`src/design/wss_pkg.sv`:
```
// ----------------------------------------------------------------------------
// WAV sample converter package
// Codes, register indexes and widths shared by the channel interfaces and
// the converter.
// ----------------------------------------------------------------------------
package wss_pkg;

  localparam int unsigned SAMPLE_W   = 64;
  localparam int unsigned PCM_W      = 16;
  localparam int unsigned CFG_IDX_W  = 8;
  localparam int unsigned CFG_DATA_W = 16;
  localparam int unsigned CODEC_W    = 16;
  localparam int unsigned BPS_W      = 7;

  localparam logic [CODEC_W-1:0] CODEC_PCM   = 16'h0001;
  localparam logic [CODEC_W-1:0] CODEC_FLOAT = 16'h0003;

  localparam logic [CFG_IDX_W-1:0] REG_CODEC_TAG = 8'd0;
  localparam logic [CFG_IDX_W-1:0] REG_BPS       = 8'd1;

  localparam logic [CODEC_W-1:0] CODEC_RST = CODEC_PCM;
  localparam logic [BPS_W-1:0]   BPS_RST   = 7'd16;

endpackage

```
`src/design/wss_if.sv`:
```
// ----------------------------------------------------------------------------
// WAV sample converter channels
// Valid/ready channels for raw samples, converted samples and register writes.
// ----------------------------------------------------------------------------
interface wss_in_if;
  logic                         valid;
  logic                         ready;
  logic [wss_pkg::SAMPLE_W-1:0] sample_bytes;

  modport source (output valid, output sample_bytes, input ready);
  modport sink   (input valid, input sample_bytes, output ready);
endinterface

interface wss_out_if;
  logic                             valid;
  logic                             ready;
  logic signed [wss_pkg::PCM_W-1:0] pcm_out;
  logic                             unsupported;

  modport source (output valid, output pcm_out, output unsupported, input ready);
  modport sink   (input valid, input pcm_out, input unsupported, output ready);
endinterface

interface wss_cfg_if;
  logic                           valid;
  logic                           ready;
  logic [wss_pkg::CFG_IDX_W-1:0]  index;
  logic [wss_pkg::CFG_DATA_W-1:0] data;

  modport source (output valid, output index, output data, input ready);
  modport sink   (input valid, input index, input data, output ready);
endinterface

```
`src/design/wav_sample_to_s16_converter.sv`:
```
// ----------------------------------------------------------------------------
// WAV sample to signed 16-bit converter
// Five-stage pipeline turning one raw PCM or IEEE float sample into s16.
// ----------------------------------------------------------------------------
// Usage:
//   in_ch  : raw little-endian sample, first file byte in bits 7:0.
//   out_ch : converted sample and an unsupported flag (sample 0 when set).
//   cfg_ch : register writes, index 0 codec tag, index 1 bits per sample;
//            always ready. Write only while the pipeline is empty.
// Five register stages, the first loaded by the input transfer itself. One
// sample is accepted per cycle while the output is not stalled; the stages
// are decode, x32767 product, round to double, alignment shift, then
// saturate/negate into the output register.
// Each stage has its own valid bit and loads when it is empty or its
// successor is loading, so a stalled output only holds up the stages behind
// it that are full; bubbles are squeezed out.
// Reset (rst_n low, synchronous) empties the pipeline and sets the codec to
// PCM at 16 bits.
// ----------------------------------------------------------------------------
module wav_sample_to_s16_converter (
  input logic       clk,
  input logic       rst_n,
  wss_in_if.sink    in_ch,
  wss_out_if.source out_ch,
  wss_cfg_if.sink   cfg_ch
);
  import wss_pkg::*;

  // configuration
  logic [CODEC_W-1:0] codec_r;
  logic [BPS_W-1:0]   bps_r;

  assign cfg_ch.ready = 1'b1;

  always_ff @(posedge clk) begin
    if (!rst_n) begin
      codec_r <= CODEC_RST;
      bps_r   <= BPS_RST;
    end else if (cfg_ch.valid) begin
      if (cfg_ch.index == REG_CODEC_TAG) begin
        codec_r <= cfg_ch.data[CODEC_W-1:0];
      end else if (cfg_ch.index == REG_BPS) begin
        bps_r <= cfg_ch.data[BPS_W-1:0];
      end
    end
  end

  // stage valids and load enables
  logic v1_r, v2_r, v3_r, v4_r, v5_r;
  logic ld1, ld2, ld3, ld4, ld5;

  assign ld5 = !v5_r || out_ch.ready;
  assign ld4 = !v4_r || ld5;
  assign ld3 = !v3_r || ld4;
  assign ld2 = !v2_r || ld3;
  assign ld1 = !v1_r || ld2;
  assign in_ch.ready = ld1;

  always_ff @(posedge clk) begin
    if (!rst_n) begin
      v1_r <= 1'b0;
      v2_r <= 1'b0;
      v3_r <= 1'b0;
      v4_r <= 1'b0;
      v5_r <= 1'b0;
    end else begin
      if (ld1) v1_r <= in_ch.valid;
      if (ld2) v2_r <= v1_r;
      if (ld3) v3_r <= v2_r;
      if (ld4) v4_r <= v3_r;
      if (ld5) v5_r <= v4_r;
    end
  end

  // ---------------- stage 1: decode ----------------
  logic               bad_nxt, flt_nxt, zero_nxt, sign_nxt;
  logic [PCM_W-1:0]   pcm_nxt;
  logic signed [12:0] exp_nxt;
  logic [52:0]        man_nxt;

  always_comb begin
    logic [SAMPLE_W-1:0] s;
    s        = in_ch.sample_bytes;
    bad_nxt  = 1'b1;
    flt_nxt  = 1'b0;
    pcm_nxt  = '0;
    zero_nxt = 1'b0;
    sign_nxt = 1'b0;
    exp_nxt  = '0;
    man_nxt  = '0;
    if (codec_r == CODEC_PCM) begin
      case (bps_r)
        7'd8: begin
          bad_nxt = 1'b0;
          pcm_nxt = {s[7:0] + 8'h80, 8'h00};
        end
        7'd16: begin
          bad_nxt = 1'b0;
          pcm_nxt = s[15:0];
        end
        7'd24: begin
          bad_nxt = 1'b0;
          pcm_nxt = s[23:8];
        end
        7'd32: begin
          bad_nxt = 1'b0;
          pcm_nxt = s[31:16];
        end
        default: bad_nxt = 1'b1;
      endcase
    end else if (codec_r == CODEC_FLOAT) begin
      case (bps_r)
        7'd32: begin
          bad_nxt  = 1'b0;
          flt_nxt  = 1'b1;
          sign_nxt = s[31];
          // NaN/inf give 0; zero and denormals are far below half an LSB
          zero_nxt = (s[30:23] == 8'hFF) || (s[30:23] == 8'h00);
          exp_nxt  = $signed({5'd0, s[30:23]}) - 13'sd127;
          man_nxt  = {1'b1, s[22:0], 29'd0};
        end
        7'd64: begin
          bad_nxt  = 1'b0;
          flt_nxt  = 1'b1;
          sign_nxt = s[63];
          zero_nxt = (s[62:52] == 11'h7FF) || (s[62:52] == 11'h000);
          exp_nxt  = $signed({2'd0, s[62:52]}) - 13'sd1023;
          man_nxt  = {1'b1, s[51:0]};
        end
        default: bad_nxt = 1'b1;
      endcase
    end
  end

  logic               s1_bad_r, s1_flt_r, s1_zero_r, s1_sign_r;
  logic [PCM_W-1:0]   s1_pcm_r;
  logic signed [12:0] s1_exp_r;
  logic [52:0]        s1_man_r;

  always_ff @(posedge clk) begin
    if (ld1) begin
      s1_bad_r  <= bad_nxt;
      s1_flt_r  <= flt_nxt;
      s1_zero_r <= zero_nxt;
      s1_sign_r <= sign_nxt;
      s1_pcm_r  <= pcm_nxt;
      s1_exp_r  <= exp_nxt;
      s1_man_r  <= man_nxt;
    end
  end

  // ---------------- stage 2: mantissa x 32767 ----------------
  logic               s2_bad_r, s2_flt_r, s2_zero_r, s2_sign_r;
  logic [PCM_W-1:0]   s2_pcm_r;
  logic signed [12:0] s2_exp_r;
  logic [67:0]        s2_prod_r;

  always_ff @(posedge clk) begin
    if (ld2) begin
      s2_bad_r  <= s1_bad_r;
      s2_flt_r  <= s1_flt_r;
      s2_zero_r <= s1_zero_r;
      s2_sign_r <= s1_sign_r;
      s2_pcm_r  <= s1_pcm_r;
      s2_exp_r  <= s1_exp_r - 13'sd52;
      s2_prod_r <= {s1_man_r, 15'd0} - {15'd0, s1_man_r};
    end
  end

  // ---------------- stage 3: round product to 53 bits (RNE) ----------------
  logic [53:0]        q_nxt;
  logic signed [12:0] x_nxt;

  always_comb begin
    logic [52:0] q0;
    logic        g, st;
    if (s2_prod_r[67]) begin
      q0    = s2_prod_r[67:15];
      g     = s2_prod_r[14];
      st    = |s2_prod_r[13:0];
      x_nxt = s2_exp_r + 13'sd15;
    end else begin
      q0    = s2_prod_r[66:14];
      g     = s2_prod_r[13];
      st    = |s2_prod_r[12:0];
      x_nxt = s2_exp_r + 13'sd14;
    end
    q_nxt = {1'b0, q0} + {53'd0, g & (st | q0[0])};
  end

  logic               s3_bad_r, s3_flt_r, s3_zero_r, s3_sign_r;
  logic [PCM_W-1:0]   s3_pcm_r;
  logic signed [12:0] s3_x_r;
  logic [53:0]        s3_q_r;

  always_ff @(posedge clk) begin
    if (ld3) begin
      s3_bad_r  <= s2_bad_r;
      s3_flt_r  <= s2_flt_r;
      s3_zero_r <= s2_zero_r;
      s3_sign_r <= s2_sign_r;
      s3_pcm_r  <= s2_pcm_r;
      s3_x_r    <= x_nxt;
      s3_q_r    <= q_nxt;
    end
  end

  // ---------------- stage 4: align to one fraction bit ----------------
  // value = q * 2^x with q in [2^52, 2^53]; x >= -36 is at least 2^16,
  // x <= -55 is below one half
  logic        sat_nxt;
  logic [17:0] h_nxt;

  always_comb begin
    logic [53:0]        sh;
    logic signed [12:0] amt;
    sat_nxt = 1'b0;
    h_nxt   = '0;
    amt     = -s3_x_r - 13'sd1;
    sh      = s3_q_r >> amt[5:0];
    if (s3_x_r >= -13'sd36) begin
      sat_nxt = 1'b1;
    end else if (s3_x_r > -13'sd55) begin
      h_nxt = sh[17:0];
    end
  end

  logic             s4_bad_r, s4_flt_r, s4_zero_r, s4_sign_r, s4_sat_r;
  logic [PCM_W-1:0] s4_pcm_r;
  logic [17:0]      s4_h_r;

  always_ff @(posedge clk) begin
    if (ld4) begin
      s4_bad_r  <= s3_bad_r;
      s4_flt_r  <= s3_flt_r;
      s4_zero_r <= s3_zero_r;
      s4_sign_r <= s3_sign_r;
      s4_sat_r  <= sat_nxt;
      s4_pcm_r  <= s3_pcm_r;
      s4_h_r    <= h_nxt;
    end
  end

  // ---------------- stage 5: round half away, saturate, sign ----------------
  logic [PCM_W-1:0] res_nxt;

  always_comb begin
    logic [18:0] r;
    r = ({1'b0, s4_h_r} + 19'd1) >> 1;
    if (s4_bad_r) begin
      res_nxt = '0;
    end else if (!s4_flt_r) begin
      res_nxt = s4_pcm_r;
    end else if (s4_zero_r) begin
      res_nxt = '0;
    end else if (s4_sign_r) begin
      res_nxt = (s4_sat_r || r >= 19'd32768) ? 16'h8000 : 16'(-r[15:0]);
    end else begin
      res_nxt = (s4_sat_r || r >= 19'd32767) ? 16'h7FFF : r[15:0];
    end
  end

  logic [PCM_W-1:0] pcm_out_r;
  logic             unsup_r;

  always_ff @(posedge clk) begin
    if (ld5) begin
      pcm_out_r <= res_nxt;
      unsup_r   <= s4_bad_r;
    end
  end

  assign out_ch.valid       = v5_r;
  assign out_ch.pcm_out     = pcm_out_r;
  assign out_ch.unsupported = unsup_r;

  // ---------------- assertions ----------------
  a_unsup_zero: assert property (@(posedge clk) disable iff (!rst_n)
    v5_r && unsup_r |-> pcm_out_r == '0)
    else $error("unsupported result with non-zero sample");

  a_empty_ready: assert property (@(posedge clk) disable iff (!rst_n)
    !v5_r |-> in_ch.ready)
    else $error("empty output stage but input not ready");

  a_hold_s4: assert property (@(posedge clk) disable iff (!rst_n)
    v4_r && !ld4 |=> v4_r)
    else $error("stalled item dropped from stage 4");

  a_flt_pcm_excl: assert property (@(posedge clk) disable iff (!rst_n)
    v1_r && s1_flt_r |-> !s1_bad_r)
    else $error("float item flagged unsupported");

endmodule

```
`src/flat_wrapper.sv`:
```
// flat-port wrapper written by rule: the top's interface ports become plain ports
module wav_sample_to_s16_converter_flat import wss_pkg::*;
  (clk, rst_n, in_ch_valid, in_ch_sample_bytes, in_ch_ready, out_ch_valid, out_ch_pcm_out, out_ch_unsupported, out_ch_ready, cfg_ch_valid, cfg_ch_index, cfg_ch_data, cfg_ch_ready);
  wss_in_if in_ch_i ();
  wss_out_if out_ch_i ();
  wss_cfg_if cfg_ch_i ();
  input logic clk;
  input logic rst_n;
  input wire logic [$bits(in_ch_i.valid)-1:0] in_ch_valid;
  input wire logic [$bits(in_ch_i.sample_bytes)-1:0] in_ch_sample_bytes;
  output wire logic [$bits(in_ch_i.ready)-1:0] in_ch_ready;
  output wire logic [$bits(out_ch_i.valid)-1:0] out_ch_valid;
  output wire logic [$bits(out_ch_i.pcm_out)-1:0] out_ch_pcm_out;
  output wire logic [$bits(out_ch_i.unsupported)-1:0] out_ch_unsupported;
  input wire logic [$bits(out_ch_i.ready)-1:0] out_ch_ready;
  input wire logic [$bits(cfg_ch_i.valid)-1:0] cfg_ch_valid;
  input wire logic [$bits(cfg_ch_i.index)-1:0] cfg_ch_index;
  input wire logic [$bits(cfg_ch_i.data)-1:0] cfg_ch_data;
  output wire logic [$bits(cfg_ch_i.ready)-1:0] cfg_ch_ready;
  assign in_ch_i.valid = in_ch_valid;
  assign in_ch_i.sample_bytes = in_ch_sample_bytes;
  assign in_ch_ready = in_ch_i.ready;
  assign out_ch_valid = out_ch_i.valid;
  assign out_ch_pcm_out = out_ch_i.pcm_out;
  assign out_ch_unsupported = out_ch_i.unsupported;
  assign out_ch_i.ready = out_ch_ready;
  assign cfg_ch_i.valid = cfg_ch_valid;
  assign cfg_ch_i.index = cfg_ch_index;
  assign cfg_ch_i.data = cfg_ch_data;
  assign cfg_ch_ready = cfg_ch_i.ready;
  wav_sample_to_s16_converter u_core (.clk(clk), .rst_n(rst_n), .in_ch(in_ch_i), .out_ch(out_ch_i), .cfg_ch(cfg_ch_i));
endmodule
```
`config.mk`:
```
export PLATFORM = sky130hd
export DESIGN_NAME = wav_sample_to_s16_converter_flat
export DESIGN_NICKNAME = d
export VERILOG_FILES = /design/src/design/wss_pkg.sv /design/src/design/wss_if.sv /design/src/design/wav_sample_to_s16_converter.sv /design/src/flat_wrapper.sv
export SDC_FILE = /design/constraint.sdc
export NUM_CORES = 1
export LEC_CHECK = 0
export BUFFER_PORTS_ARGS = -buffer_cell sky130_fd_sc_hd__buf_2
export CORE_UTILIZATION = 38
export DETAILED_ROUTE_END_ITERATION = 8
export MAX_ROUTING_LAYER = met4
export PLACE_DENSITY = 0.51
export SLEW_MARGIN = 20
export SYNTH_ARGS = -nofsm -noshare
export SYNTH_HDL_FRONTEND = slang
export SYNTH_SLANG_ARGS = --single-unit
```
`constraint.sdc`:
```
create_clock -name clk -period 9.1 [get_ports clk]
set_clock_uncertainty 0.2 [all_clocks]
set_input_delay 0.455 -clock clk [delete_from_list [all_inputs] [get_ports clk]]
set_output_delay 0.455 -clock clk [all_outputs]
set_load 0.01 [all_outputs]
```
==> results_dict.tcl, run 1 <==
set metrics [dict create \
    status "complete, no violations" \
    io_pins 113 \
    gp_congestion 0.9102 \
    drt_pass1_iterations 6 \
    grt_pass1_wl_um 72510 \
    critPathLaunch "u_core.s4_h_r[1]$_SDFFCE_PP0P_" \
    cts_buffer_depth 3 \
    ys_types 95 \
    whs_path_depth 2 \
    clock_latency_ns 0.55 \
    r2r_slack_ns 5.31 \
    avgSynthCellArea_um2 10.63 \
    place_hpwl_um 35750 \
    crit_required_ns 9.19 \
    finalNonFillerCells 2433 \
    synth_edf_count 283 \
    cts_inserted_buffers 36 \
    critPathMaxFanout 13 \
    slew_viol_final 0 \
    r2r-start "u_core.s4_h_r[1]$_SDFFCE_PP0P_" \
    syn_nets 1854 \
    cellPowerDensity_nw_per_um2 148.7 \
    drt_iter0_markers 1186 \
    utilization_pct 44.04 \
    drive_gt1_share_pct 12.99 \
    viasPerCell 5.422 \
    core-area_um2 46850 \
    hold_viol_final 0 \
    drc 0 \
    worst_setup_path_start_kind "register" \
    finalSetupViolCount 0 \
    r2r-end "u_core.out_ch.pcm_out[6]$_SDFFCE_PP0P_" \
    grt_pass1_vias 12680 \
    gr-usage-all-layers_pct 19.96 \
    seq_area_frac_synth_pct 49.82 \
    ys_ff_latch 311 \
    cts_resized 0 \
    drv_cap 0 \
    irDropWorstVdd_mv 0.1164 \
    synthArstFlopShare_pct 0 \
    grt_setup_unrepaired "false" \
    finalCritPeriodShare_pct 41.62 \
    routedWlPerCell_um 19.12 \
    tightest_slew_ns 1.080 \
    die_h_um 220.7 \
    cts_tree "yes" \
    ys.flop_type "edfxtp_1" \
    crit_end "u_core.out_ch.pcm_out[6]$_SDFFCE_PP0P_" \
    syn_inst 1710 \
    fin_nets 1943 \
    dieArea_um2 48720 \
    path_class "reg -> reg" \
    dr_total_vias 13190 \
    ant_nets 0 \
    p_leak_nw 8.120 \
    end_kind "register" \
    overflow 0 \
    fin_crit_ns 3.787 \
    antenna_found_initial 1 \
    rr_worst_depth 9 \
    worstPathArrival_ns 3.88 \
    dp_cells 2342 \
    hold_buffers 24 \
    die_w_um 220.7 \
    hold_path.class "in -> reg" \
    fmax_mhz 264.1 \
    cts_root_buf "clkbuf_16" \
    cts.sinks 311 \
    clk_transition_reported_paths_ns 0.06 \
    synthToLayoutAreaGrowth_pct 13.49 \
    syn-cell-area_um2 18180 \
    yosysWarnings 0 \
    wl_um 46510 \
    start_util_pct 38.81 \
    postCtsSetupRepairBufs 0 \
    rows 79 \
    grt_max_degree 87 \
    finalSetupTns_ns 0 \
    port_buffers 111 \
    slew_headroom_pct 27.97 \
    htreeDepth 2 \
]
## cells in the mapped netlist (all sizes together), types with 46 or more instances
master / n / area (um^2)
xor2: 55 / 481.7
inv: 72 / 270.3
clkbuf: 71 / 266.5
mux2i: 75 / 750.7
nand3: 56 / 292.8
ha: 51 / 638.1
edfxtp: 283 / 8498
a21oi: 94 / 474.2
and2: 46 / 287.8
nor2: 126 / 473.0
nor2b: 53 / 331.6
nand2: 140 / 528.0
xnor2: 81 / 709.4
## placed cells by master, fill, tap and decap left out, drive strengths merged, types with 8 or more instances in the layout
cell         count
o211ai           8
or3             17
a21o            22
ha              51
mux2i           75
xor2            55
clkinv          13
nor4            27
nand4           36
inv             74
nor3b            9
nor3            31
a22oi           29
o21ai           43
and2            46
a222oi          10
nor2b           53
nand2b          12
nor2           126
and3            24
a21oi           94
o31ai            8
clkbuf          42
dlygate4sd3     24
and4             9
buf            122
xnor2           81
nand2          140
a31oi           10
edfxtp         283
a22o            22
a211oi          18
mux2            20
dfxtp           28
o21a             8
nand3           56
## through the flow
step           total power, mW  worst slack (ns)  area, um^2  hold slack [ns]
3_5_place_dp             1.692             5.213       19200           0.2045
3_3_place_gp             1.692             5.270       19200           0.2069
5_1_grt                  3.171             5.107       20630          0.02437
6_report                 3.069             5.313       20630          0.05195
4_1_cts                  3.112             5.181       20580         0.008522
2_1_floorplan            1.636             4.928       18180           0.2003
## metal layers
metal	up-vias	wire, um	part of all wire, %	global-route usage (%)
met4	0	1109	2.4	5.571
met5	-	0	0	-
met3	74	2086	4.5	2.873
li1	6524	-	-	-
met2	330	20550	44	29.65
met1	6263	22760	49	28.28
## report_power, final
part | switching, mW | internal, mW | leakage [nW] | total [mW]
Sequential | 0.0113 | 1.57 | 3.50 | 1.58
Combinational | 0.0455 | 0.0409 | 4.08 | 0.0864
Clock | 0.580 | 0.819 | 0.542 | 1.40
## layout make-up
cell class / count / area (um^2)
clock inverter: 22 / 219.0
sequential: 311 / 9059
multi-input combinational: 1231 / 8491
timing repair buffer: 146 / 905.9
fill: 4517 / 26220
inverter: 73 / 274.0
tap: 607 / 759.5
antenna: 1 / 2.502
clock buffer: 42 / 923.4
## cell families (layout without fill, tap and decap cells)
kind of cell,after synthesis,count (layout),synth area share (%)
AO/OA/AOI/OAI,331,331,12.71
buffers and inverters,168,283,3.689
multiplexers,99,99,5.863
other,1,2,0.02063
AND/OR/NAND/NOR,613,613,17.83
flip-flops,311,311,49.82
XOR/XNOR,136,136,6.551
adder cells (fa/ha/maj),51,51,3.510
## critical path: stages (launching register included)
cell	delay (ns)
edfxtp_1	0.48
ha_1	0.49
and2_1	0.27
nand4_1	0.14
or4_4	0.54
a211oi_4	0.53
o31ai_4	0.30
nor4_1	0.31
nor4_2	0.09
a22o_1	0.20
## state kept, by name (all words and copies together), names as in the netlist, 7 cells and up
name / flops
u_core.bps_r: 7
u_core.codec_r: 16
u_core.out_ch.pcm_out: 16
u_core.s1_exp_r: 12
u_core.s1_man_r: 53
u_core.s1_pcm_r: 16
u_core.s2_exp_r: 13
u_core.s2_pcm_r: 16
u_core.s2_prod_r: 55
u_core.s3_pcm_r: 16
u_core.s3_q_r: 22
u_core.s3_x_r: 13
u_core.s4_h_r: 18
u_core.s4_pcm_r: 16
## worst min-delay path by stage
stage	from	end	slack, ns
global placement	u_core.s3_pcm_r[3]$_DFFE_PP_	u_core.s4_pcm_r[3]$_DFFE_PP_	0.21
global route	in_ch_sample_bytes[44]	u_core.s1_man_r[44]$_SDFFCE_PP0P_	0.02
CTS	in_ch_sample_bytes[39]	u_core.s1_man_r[39]$_SDFFCE_PP0P_	0.009
floorplan	u_core.s1_bad_r$_DFFE_PP_	u_core.s2_bad_r$_DFFE_PP_	0.20
finish	in_ch_sample_bytes[44]	u_core.s1_man_r[44]$_SDFFCE_PP0P_	0.05
detailed placement	u_core.s2_pcm_r[9]$_DFFE_PP_	u_core.s3_pcm_r[9]$_DFFE_PP_	0.20
No activity file was read; power rests on OpenSTA's default activity.
==> run 2, diff against run 1 <==
--- a/config.mk
+++ b/config.mk
@@ -9,7 +9,7 @@
 export CORE_UTILIZATION = 38
 export DETAILED_ROUTE_END_ITERATION = 8
 export MAX_ROUTING_LAYER = met4
-export PLACE_DENSITY = 0.51
+export PLACE_DENSITY = 0.53
 export SLEW_MARGIN = 20
 export SYNTH_ARGS = -nofsm -noshare
 export SYNTH_HDL_FRONTEND = slang
==> constraint.sdc (replaced) <==
create_clock -name clk -period 3 [get_ports clk]
set_clock_uncertainty 0.2 [all_clocks]
set_input_delay 0.15 -clock clk [delete_from_list [all_inputs] [get_ports clk]]
set_output_delay 0.15 -clock clk [all_outputs]
set_load 0.01 [all_outputs]
==> results_dict.tcl, run 2 (synthesis gave the netlist of run 1 again) <==
set metrics [dict create \
    status "finished with violations" \
    violations "DRC, setup timing" \
    drv_cap 0 \
    drc 1 \
    final_cell_mix "edfxtp_1, buf_4, nand2_1" \
    overflow 0 \
    hold_viol_final 0 \
    p_total_mw 9.573 \
    antenna_found_initial 0 \
    cellPowerDensity_nw_per_um2 396.9 \
    dieArea_um2 48720 \
    worstPathArrival_ns 3.22 \
    path_buf_inv 1 \
    slowest_stage "edfxtp_1" \
    cts_root_buf "clkbuf_16" \
    grt_pass1_wl_um 78960 \
    crit_required_ns 3.10 \
    grt_setup_unrepaired "true" \
    port_buffers 111 \
    dr_total_vias 14570 \
    rows 79 \
    io_pins 113 \
    r2r_slack_ns -0.12 \
    p_leak_nw 9.819 \
    critPathMaxStageDelay_ns 0.46 \
    n_fill_cell 4200 \
    finalSetupViolCount 9 \
    place_hpwl_um 38160 \
    cts_tree "yes" \
    cp_top_family "compound AO/OA/AOI/OAI gates" \
    viasPerCell 5.291 \
    fmax_mhz 320.5 \
    ant_nets 0 \
    routedWlPerCell_um 18.43 \
    hold_path.class "in -> reg" \
    drive_gt1_share_pct 25.44 \
    cts_inserted_buffers 37 \
    wl_um 50750 \
    clk_transition_reported_paths_ns 0.06 \
    cts.sinks 311 \
    path_class "reg -> reg" \
    regMostFlops "u_core.s2_prod_r" \
    drt_pass1_iterations 8 \
    core-area_um2 46850 \
    grt_max_degree 87 \
    cts_buffer_depth 3 \
    htreeDepth 2 \
    num_antenna_cells 0 \
    slew_headroom_pct 10.06 \
    start_util_pct 38.81 \
    worst_setup_path_start_kind "register" \
    drt_iter0_markers 941 \
    die_h_um 220.7 \
    reg_top3 "u_core.s2_prod_r: 55 flops, u_core.s1_man_r: 53 flops, u_core.s3_q_r: 22 flops" \
    clock_latency_ns 0.56 \
    fin_crit_ns 3.120 \
    finalCritPeriodShare_pct 104.0 \
    grt_pass1_vias 14200 \
    critPathMaxFanout 4 \
    fin_nets 2263 \
    finalSetupTns_ns -0.4991 \
    final_common_cell "edfxtp_1" \
    largest_register_ffs 55 \
    fin_ws_ns -0.1199 \
    crit_chain "ha_4, nand4_1, or3_4, o32a_1, o211ai_1, a311oi_4, o21ai_2, buf_4, a21oi_2, xnor2_1" \
    whs_ns 0.09788 \
    synthToLayoutAreaGrowth_pct 32.65 \
    irDropWorstVdd_mv 0.4776 \
    end_kind "register" \
    gp_congestion 0.8920 \
    slew_viol_final 0 \
    tightest_slew_ns 1.349 \
    die_w_um 220.7 \
    post-place-ws_ns -0.2441 \
    gr-usage-all-layers_pct 21.51 \
]
[run 2: layout make-up]
class                   instances  area, um^2  area share [%]
clock buffers                  48       988.4           4.098
clock inverters                18       214.0          0.8871
well taps                     607       759.5           3.149
flip-flops and latches        311        9059           37.56
inverters                      73       275.3           1.141
multi-input cells            1231        9214           38.20
repair buffers                465        3608           14.96
[run 2: per-stage QoR]
step / instances / instance area, um^2 / utilization [%]
floorplan: 1710 / 18260 / -
global placement: 2540 / 20740 / 44.26
detailed placement: 2540 / 20740 / 44.26
CTS: 2745 / 23610 / 50.40
global route: 2753 / 24120 / 51.48
finish: 2753 / 24120 / 51.48
[run 2: what timing repair did]
item,in CTS,in global routing
pin swaps,25,36
setup endpoints to repair,34,59
endpoints found under the hold margin,108,0
gates resized for setup,45,83
hold buffers,134,0
setup buffers,5,9
[run 2: metal layers]
metal  GRT usage (%)  up-vias  routed length [um]
li1                -     7153                   -
met2           32.94      383               23220
met1           29.88     6950               24320
met3           2.859       81                2119
met5               -        -                   0
met4           5.731        0                1096
[run 2: final timing paths]
| check | cells past startpoint | from | end |
|---|---|---|---|
| setup reg to reg | 10 | u_core.s1_man_r[17]$_SDFFCE_PP0P_ | u_core.s2_prod_r[65]$_DFFE_PP_ |
| hold / removal | 7 | cfg_ch_index[5] | u_core.codec_r[6]$_SDFFE_PN0P_ |
| hold reg to reg | 0 | u_core.s3_pcm_r[9]$_DFFE_PP_ | u_core.s4_pcm_r[9]$_DFFE_PP_ |
| setup / recovery | 10 | u_core.s1_man_r[17]$_SDFFCE_PP0P_ | u_core.s2_prod_r[65]$_DFFE_PP_ |
[run 2: worst reg2reg max path, stage by stage, from the launching register on]
cell and delay, ns:
edfxtp_1 0.46, ha_4 0.32, nand4_1 0.14, or3_4 0.42, o32a_1 0.34, o211ai_1 0.19
a311oi_4 0.22, o21ai_2 0.26, buf_4 0.15, a21oi_2 0.05, xnor2_1 0.12
[run 2: power by group]
group          switching, mW  internal (mW)
combinational          0.157          0.181
clock                   1.81           2.62
sequential            0.0364           4.77
==> run 3, diff against run 2 <==
==> constraint.sdc (replaced) <==
create_clock -name clk -period 3 [get_ports clk]
set_clock_uncertainty 0.2 [all_clocks]
set_input_delay 0.15 -clock clk [delete_from_list [all_inputs] [get_ports clk]]
set_output_delay 0.15 -clock clk [all_outputs]
set_load 0.1 [all_outputs]
==> results_dict.tcl, run 3 (synthesis gave the netlist of run 1 again) <==
set metrics [dict create \
    die_h_um 220.7 \
    antenna_found_initial 2 \
    synthToLayoutAreaGrowth_pct 33.40 \
    p_leak_nw 9.954 \
    tightest_slew_ns 1.330 \
    place_hpwl_um 38630 \
    worstPathArrival_ns 3.16 \
    comb_power_share_pct 5.1 \
    drt_pass1_iterations 9 \
    cp_top_family "compound AO/OA/AOI/OAI gates" \
    status "finished with violations" \
    drt_iter0_markers 934 \
    switching_share_pct 22.84 \
    utilization_pct 51.77 \
    violations "DRC, setup timing" \
    fin_nets 2276 \
    wl_um 51780 \
    power_switching_mw 2.149 \
    clock_latency_ns 0.56 \
    dieArea_um2 48720 \
    grt_max_degree 79 \
    cts_buffer_depth 3 \
    grt_setup_unrepaired "true" \
    core-area_um2 46850 \
    htreeDepth 2 \
    path_buf_inv 2 \
    cts_tree "yes" \
    hold_path.class "in -> reg" \
    critPathMaxStageDelay_ns 0.44 \
    irDropWorstVdd_mv 0.4267 \
    crit_required_ns 3.10 \
    cellPowerDensity_nw_per_um2 388.0 \
    slew_viol_final 0 \
    start_util_pct 38.81 \
    drv_cap 0 \
    drc 1 \
    critPathMaxFanout 4 \
    finalCritPeriodShare_pct 101.8 \
    viasPerCell 5.307 \
    end_kind "register" \
    drive_gt1_share_pct 26.37 \
    worst_setup_path_start_kind "register" \
    slew_headroom_pct 11.36 \
    cts_root_buf "clkbuf_16" \
    fin_crit_ns 3.055 \
    die_w_um 220.7 \
    grt_pass1_wl_um 79010 \
    power.share.clock_pct 43.8 \
    hold_viol_final 0 \
    rows 79 \
    ant_nets 0 \
    reg_top3 "u_core.s2_prod_r: 55 flops, u_core.s1_man_r: 53 flops, u_core.s3_q_r: 22 flops" \
    largest_register_ffs 55 \
    regMostFlops "u_core.s2_prod_r" \
    cts.sinks 311 \
    finalSetupViolCount 1 \
    gp_congestion 0.9243 \
    clk_transition_reported_paths_ns 0.06 \
    crit_chain "ha_4, buf_6, nand4_1, or3_4, o32a_1, o211ai_1, a311oi_4, o21ai_2, buf_4, a21oi_2, xnor2_1" \
    slowest_stage "edfxtp_1" \
    io_pins 113 \
    final_common_cell "edfxtp_1" \
    p_int_mw 7.261 \
    final_cell_mix "edfxtp_1, buf_4, nand2_1" \
    routedWlPerCell_um 18.71 \
    fmax_mhz 327.3 \
    cts_inserted_buffers 37 \
    dr_total_vias 14690 \
    gr-usage-all-layers_pct 21.60 \
    grt_pass1_vias 14160 \
    overflow 0 \
    n_fill_cell 4205 \
    port_buffers 111 \
    fin_ws_ns -0.05503 \
    p_seq_share_pct 51.1 \
    path_class "reg -> reg" \
    post-place-ws_ns -0.2742 \
]
-- run 3: worst reg2reg max path, stage by stage (launching register included) --
cell      delay, ns
edfxtp_1       0.44
ha_4           0.31
buf_6          0.09
nand4_1        0.10
or3_4          0.41
o32a_1         0.30
o211ai_1       0.18
a311oi_4       0.19
o21ai_2        0.24
buf_4          0.16
a21oi_2        0.06
xnor2_1        0.11
-- run 3: final timing paths --
check / start / end / slack, ns / cells past startpoint
hold reg to reg: u_core.s3_bad_r$_DFFE_PP_ / u_core.s4_bad_r$_DFFE_PP_ / 0.22 / 0
setup / recovery: u_core.s1_man_r[15]$_SDFFCE_PP0P_ / u_core.s2_prod_r[65]$_DFFE_PP_ / -0.06 / 11
hold / removal: cfg_ch_index[4] / u_core.codec_r[6]$_SDFFE_PN0P_ / 0.11 / 7
setup reg to reg: u_core.s1_man_r[15]$_SDFFCE_PP0P_ / u_core.s2_prod_r[65]$_DFFE_PP_ / -0.06 / 11
-- run 3: power groups by stage --
stage               clock network, mW  registers (mW)  logic, mW
global placement                    0            4.89      0.380
global route                     4.39            4.81      0.504
floorplan                           0            5.02     0.0833
finish                           4.12            4.81      0.482
detailed placement                  0            4.90      0.380
CTS                              4.24            4.81      0.471
-- run 3: area by class of cell --
type | count | area (um^2) | area share, %
Multi-Input combinational cell | 1231 | 9290 | 38.30
Clock buffer | 44 | 952.2 | 3.926
Tap cell | 607 | 759.5 | 3.131
Antenna cell | 2 | 5.005 | 0.02064
Timing Repair Buffer | 478 | 3745 | 15.44
Sequential cell | 311 | 9060 | 37.36
Clock inverter | 21 | 167.7 | 0.6913
Inverter | 73 | 274.0 | 1.130
-- run 3: routing by layer --
metal  vias to the layer above  global-route usage (%)  wire [um]
met2                       366                   32.23      23230
met3                       104                   3.285       2090
met5                         -                       -          0
met4                         0                   7.717       1755
met1                      7028                   29.72      24710
li1                       7187                       -          -
-- run 3: stage by stage --
stage          total power [mW]  area, um^2  setup TNS, ns  instances  hold slack (ns)
6_report                  9.410       24250       -0.05503       2767           0.1073
3_5_place_dp              5.278       20820         -3.470       2547           0.1882
2_1_floorplan             5.105       18260         -1.158       1710          0.07511
3_3_place_gp              5.274       20820         -2.568       2547           0.1866
4_1_cts                   9.514       23470       -0.05794       2743          0.07636
5_1_grt                   9.704       24250         -1.609       2767           0.1396
-- run 3: what timing repair did --
item,4_1_cts,5_1_grt
pin swaps,16,41
gates cloned,0,1
hold buffers,128,0
endpoints found under the setup margin,32,57
buffers inserted,3,21
resized for setup,35,112
endpoints found under the hold margin,108,0
